**src/design/ght_ram.sv**
```systemverilog
// ----------------------------------------------------------------------------
// ght_ram: generic synchronous ram
// one write port, two read ports, read data registered
// ----------------------------------------------------------------------------
`default_nettype none

module ght_ram #(
  parameter  int unsigned WIDTH = 8,
  parameter  int unsigned DEPTH = 256,
  localparam int unsigned AW    = $clog2(DEPTH)
) (
  input  logic             clk_i,
  input  logic             we_i,
  input  logic [AW-1:0]    waddr_i,
  input  logic [WIDTH-1:0] wdata_i,
  input  logic             re_i,
  input  logic [AW-1:0]    raddr_a_i,
  input  logic [AW-1:0]    raddr_b_i,
  output logic [WIDTH-1:0] rdata_a_o,
  output logic [WIDTH-1:0] rdata_b_o
);

  logic [WIDTH-1:0] mem_q [DEPTH];
  logic [WIDTH-1:0] rdata_a_q;
  logic [WIDTH-1:0] rdata_b_q;

  always_ff @(posedge clk_i) begin
    if (we_i) begin
      mem_q[waddr_i] <= wdata_i;
    end
    if (re_i) begin
      rdata_a_q <= mem_q[raddr_a_i];
      rdata_b_q <= mem_q[raddr_b_i];
    end
  end

  assign rdata_a_o = rdata_a_q;
  assign rdata_b_o = rdata_b_q;

endmodule

`default_nettype wire

```
**config.mk**
```make
export PLATFORM = sky130hd
export DESIGN_NAME = ght_ram
export DESIGN_NICKNAME = d
export VERILOG_FILES = /design/src/design/ght_ram.sv
export SDC_FILE = /design/constraint.sdc
export NUM_CORES = 2
export LEC_CHECK = 0
export ABC_AREA = 1
export BUFFER_PORTS_ARGS = -buffer_cell sky130_fd_sc_hd__buf_2
export CORE_MARGIN = 8
export CORE_UTILIZATION = 33
export CTS_BUF_LIST = sky130_fd_sc_hd__clkbuf_8
export CTS_CLUSTER_SIZE = 25
export DETAILED_ROUTE_END_ITERATION = 8
export PLACE_DENSITY = 0.48
export SYNTH_ARGS = -nofsm -noshare
export SYNTH_HDL_FRONTEND = slang
export SYNTH_SLANG_ARGS = --single-unit
```
**constraint.sdc**
```tcl
create_clock -name clk_i -period 4.45 [get_ports clk_i]
set_input_delay 0.89 -clock clk_i [delete_from_list [all_inputs] [get_ports clk_i]]
set_output_delay 0.89 -clock clk_i [all_outputs]
set_load 0.005 [all_outputs]
```
## Word-level counts from Yosys, hierarchy flattened

Memory sizes are Yosys's and may differ from the RTL's. A register that Yosys moved wholly into a read port is not among the register bits.
Index checks and enable logic that the tools add are counted.

- Output and inout bits: 16
- Word-level logic and storage cells: 3
- Memories: 1
- Input port bits: 35
- Bits in registers: 0
- Bits in writable memories: 2048

Memory list:

| name | words | width | rd ports | clocked after Yosys merged registers in | wr ports | RTL line | text |
|---|---|---|---|---|---|---|---|
| mem_q | 256 | 8 | 2 | 2 | 1 | 23 | `logic [WIDTH-1:0] mem_q [DEPTH];` |

- Mux-type cells: 2

Operator list:

| kind | count |
|---|---|
| $mux 1 | 2 |

## Depth between registers and ports, before layout

- Depth in word-level cells: 2
- Depth in mapped cells: 15

## Worst setup path before layout

Ideal clock, no wire load.

- Path kind: in2reg
- Start: input port we_i
- End: memory mem_q[162][0] (enable)
- Library setup time: 370 ps
- Stages: 4
- Arrival: 2011 ps
- Slack: 2069 ps
- Data required time: 4080 ps
- Cell sequence: clkbuf_1 > nand3_1 > clkbuf_1 > nor2_1

- Word-level cells in the longest chain between the ends: 2

RTL lines:

| element | RTL line | text |
|---|---|---|
| from (decl) | 13 | `input logic we_i,` |
| $mux 1 | 28 | `if (we_i) begin` |
| $mux 1 (not written as such) | 29 | `mem_q[waddr_i] <= wdata_i;` |
| to (decl) | 23 |  |

No other way between the ends.

==> flow_metrics.env <==
export IMPL_yosys_warnings=0
export IMPL_grt_antenna_before_repair=28
export IMPL_p_per_area_nw_per_um2=374
export IMPL_synth_area_top_cells="edfxtp_1 (60%), nand3_1 (19%), nand2_1 (15%)"
export IMPL_slew_headroom=0.0471
export IMPL_slowest_stage="buf_4"
export IMPL_placedCellCount=15500
export IMPL_arrival_ns=3.99
export IMPL_r2r_cells=10
export IMPL_layout_min_cycle_time_ns=3.08
export IMPL_dp_hpwl_um=270000
export IMPL_drc=0
export IMPL_wl_met1_um=177000
export IMPL_syn_inst=11600
export IMPL_place_gp_congestion=0.932
export IMPL_path_cells="buf_8 > buf_12 > buf_4 > nand2_1 > nand3_1 > nand3_1 > nand3_1 > nand3_1 > nand3_1 > nand3_1 > nand2_1 > nand2_1 > nand2_1"
export IMPL_fmax_mhz=325
export IMPL_hold_class="input port to flip-flop"
export IMPL_cts_root_buffer="clkbuf_8"
export IMPL_cts_tree="done"
export IMPL_r2r_start="mem_q[179][6]$_DFFE_PP_"
export IMPL_syn_area_sq_um=104000
export IMPL_cts_buffers=382
export IMPL_drt_iter0_drc=12300
export IMPL_fillers=31100
export IMPL_grt_max_degree=176
export IMPL_die_area_sq_um=333000
export IMPL_yosysTopAreaCell="edfxtp_1"
export IMPL_cts_setup_buffers=0
export IMPL_place_area_sq_um=111000
export IMPL_finalHoldViolations=0
export IMPL_wire_per_inst_um=27.5
export IMPL_drv_slew=0
export IMPL_r2r_end="rdata_a_o[6]$_DFFE_PP_"
export IMPL_p_leak_nw=44.4
export IMPL_fin_area_sq_um=118000
export IMPL_row_count=206
export IMPL_avgViaCountPerCell=5.70
export IMPL_die_h_um=577
export IMPL_critPathMaxFanout=57
export IMPL_clk_latency_ns=1.08
export IMPL_ys_types=12
export IMPL_finClkSkew_ns=0.0750
export IMPL_synthesis_nets=11600
export IMPL_max_vdd_ir_drop_uv=199
export IMPL_place_ws_ns=0.458
export IMPL_tightest_slew_ns=1.43
export IMPL_finalNetCount=11700
export IMPL_grt_pass1_wl_um=631000
export IMPL_avgSynthCellArea_sq_um=8.99
export IMPL_layout_commonest_cell="nand2_1"
export IMPL_setup_violations=0
export IMPL_synth_seq_area_share=0.596
export IMPL_hold_buffers=0
export IMPL_cp_num_buf_inv=3
export IMPL_areaGrowthSynthToFinish_pct=13.8
export IMPL_end_kind="flip-flop"
export IMPL_start_util=0.331
export IMPL_grt_pass1_vias=87800
export IMPL_crit_family="simple AND/OR/NAND/NOR gates"
export IMPL_rsz0062_at_grt="no"
export IMPL_cts_resized=0
export IMPL_cpMostUsedCell="nand3_1"
export IMPL_instances_no_fill=16200
export IMPL_multi_input_area_sq_um=37100
export IMPL_start_kind="input port"
export IMPL_die_w_um=577
export IMPL_io_pins=51
export IMPL_reg2reg_setup_slack_ns=1.73
export IMPL_dr_pass1_iters=8
export IMPL_critPathMaxStageDelay_ns=0.64
export IMPL_yosys_area_top_type_share=0.596
export IMPL_ant_nets=0
export IMPL_drive_above_1_share=0.0980
export IMPL_holdPathEnd="rdata_b_o[1]$_DFFE_PP_"
export IMPL_worstHoldStart="raddr_b_i[7]"
export IMPL_fin_ws_ns=1.37
export IMPL_grtUsageTotal=0.256
export IMPL_cts_max_path_buffers=4
export IMPL_via_count=92400
export IMPL_coreArea_sq_um=314000
export IMPL_final_cell_mix="nand2_1 (4195), nand3_1 (4035), edfxtp_1 (2064)"
export IMPL_crit_type="input port to flip-flop"
export IMPL_drv_cap=0
export IMPL_highest_layer="met5"
export IMPL_crit_required_ns=5.36
export IMPL_wl_um=445000
export IMPL_wl_met2_um=194000
export IMPL_grt_ovfl_total=0
export IMPL_finalSetupTns_ns=0
export IMPL_regArea_sq_um=62000
export IMPL_ys_ff_latch=2064
export IMPL_outcome="complete, no violations"
export IMPL_fin_crit_sh=0.692
export IMPL_h_tree_depth=5
export IMPL_clock_sinks=2064
export IMPL_io_buffers=50
export IMPL_clk_pin_slew_worst_paths_ns=0.06
export IMPL_whs_path_depth=3
export IMPL_dr_wl_met3_um=46200
==> metrics by stage <==
stage,power (mW),utilization,hold WS [ns]
floorplan,24.5,-,0.937
global route,45.5,0.377,0.296
global placement,26.8,0.354,1.10
finish,44.2,0.377,0.324
CTS,44.4,0.376,0.217
detailed placement,26.8,0.354,1.08
==> sequential cells by signal (all words and copies together), names as in the netlist <==
| register | flops |
|---|---|
| rdata_b_o | 8 |
| mem_q | 2048 |
| rdata_a_o | 8 |
==> worst max-delay path by stage <==
stage,to,cells past startpoint,start
2_1_floorplan,mem_q[162][0]$_DFFE_PP_,4,we_i
3_3_place_gp,rdata_a_o[2]$_DFFE_PP_,13,raddr_a_i[0]
3_5_place_dp,rdata_a_o[0]$_DFFE_PP_,13,raddr_a_i[0]
4_1_cts,rdata_a_o[5],1,rdata_a_o[5]$_DFFE_PP_
5_1_grt,rdata_a_o[2]$_DFFE_PP_,13,raddr_a_i[0]
6_report,rdata_a_o[0]$_DFFE_PP_,13,raddr_a_i[0]
==> area by class of cell <==
cell class,instances,share of cell area
clock buffer,383,0.0445
tap,4160,0.0440
multi-input combinational,8529,0.314
clock inverter,315,0.0153
timing repair buffer,670,0.0556
inverter,47,0.00213
antenna,51,0.00108
sequential,2064,0.524
==> routing by layer <==
| layer | vias to the layer above | track usage |
|---|---|---|
| li1 | 40600 | - |
| met1 | 44900 | 0.340 |
| met2 | 5858 | 0.389 |
| met3 | 1080 | 0.0537 |
| met4 | 4 | 0.142 |
| met5 | - | 0 |
==> Yosys cell counts <==
library cell     n
edfxtp_1      2064
buf_1           71
nand2_1       4211
clkbuf_1       194
inv_1           41
inv_4            2
buf_4           97
inv_2            4
buf_6           35
nand3_1       4035
nor2_1         283
buf_2          535
==> worst min-delay path, cell delays in order <==
cell	delay, ns
buf_2	0.19
nand2_1	0.10
nand2_1	0.05
==> power by group <==
group          internal [mW]  leakage, nW  total (mW)  switching [mW]
clock network           8.82         4.02        17.6            8.81
registers               21.5         18.6        21.5          0.0817
logic                   1.24         21.8        5.03            3.79
==> kinds of logic (layout without fill, tap and decap cells) <==
kind of cell           Yosys count  count (layout)  synth area share
buffers and inverters          979            1415            0.0478
other                            0              51                 0
and+or+nand+nor               8529            8529             0.356
DFF                           2064            2064             0.596
No activity file was read; power rests on OpenSTA's default activity.
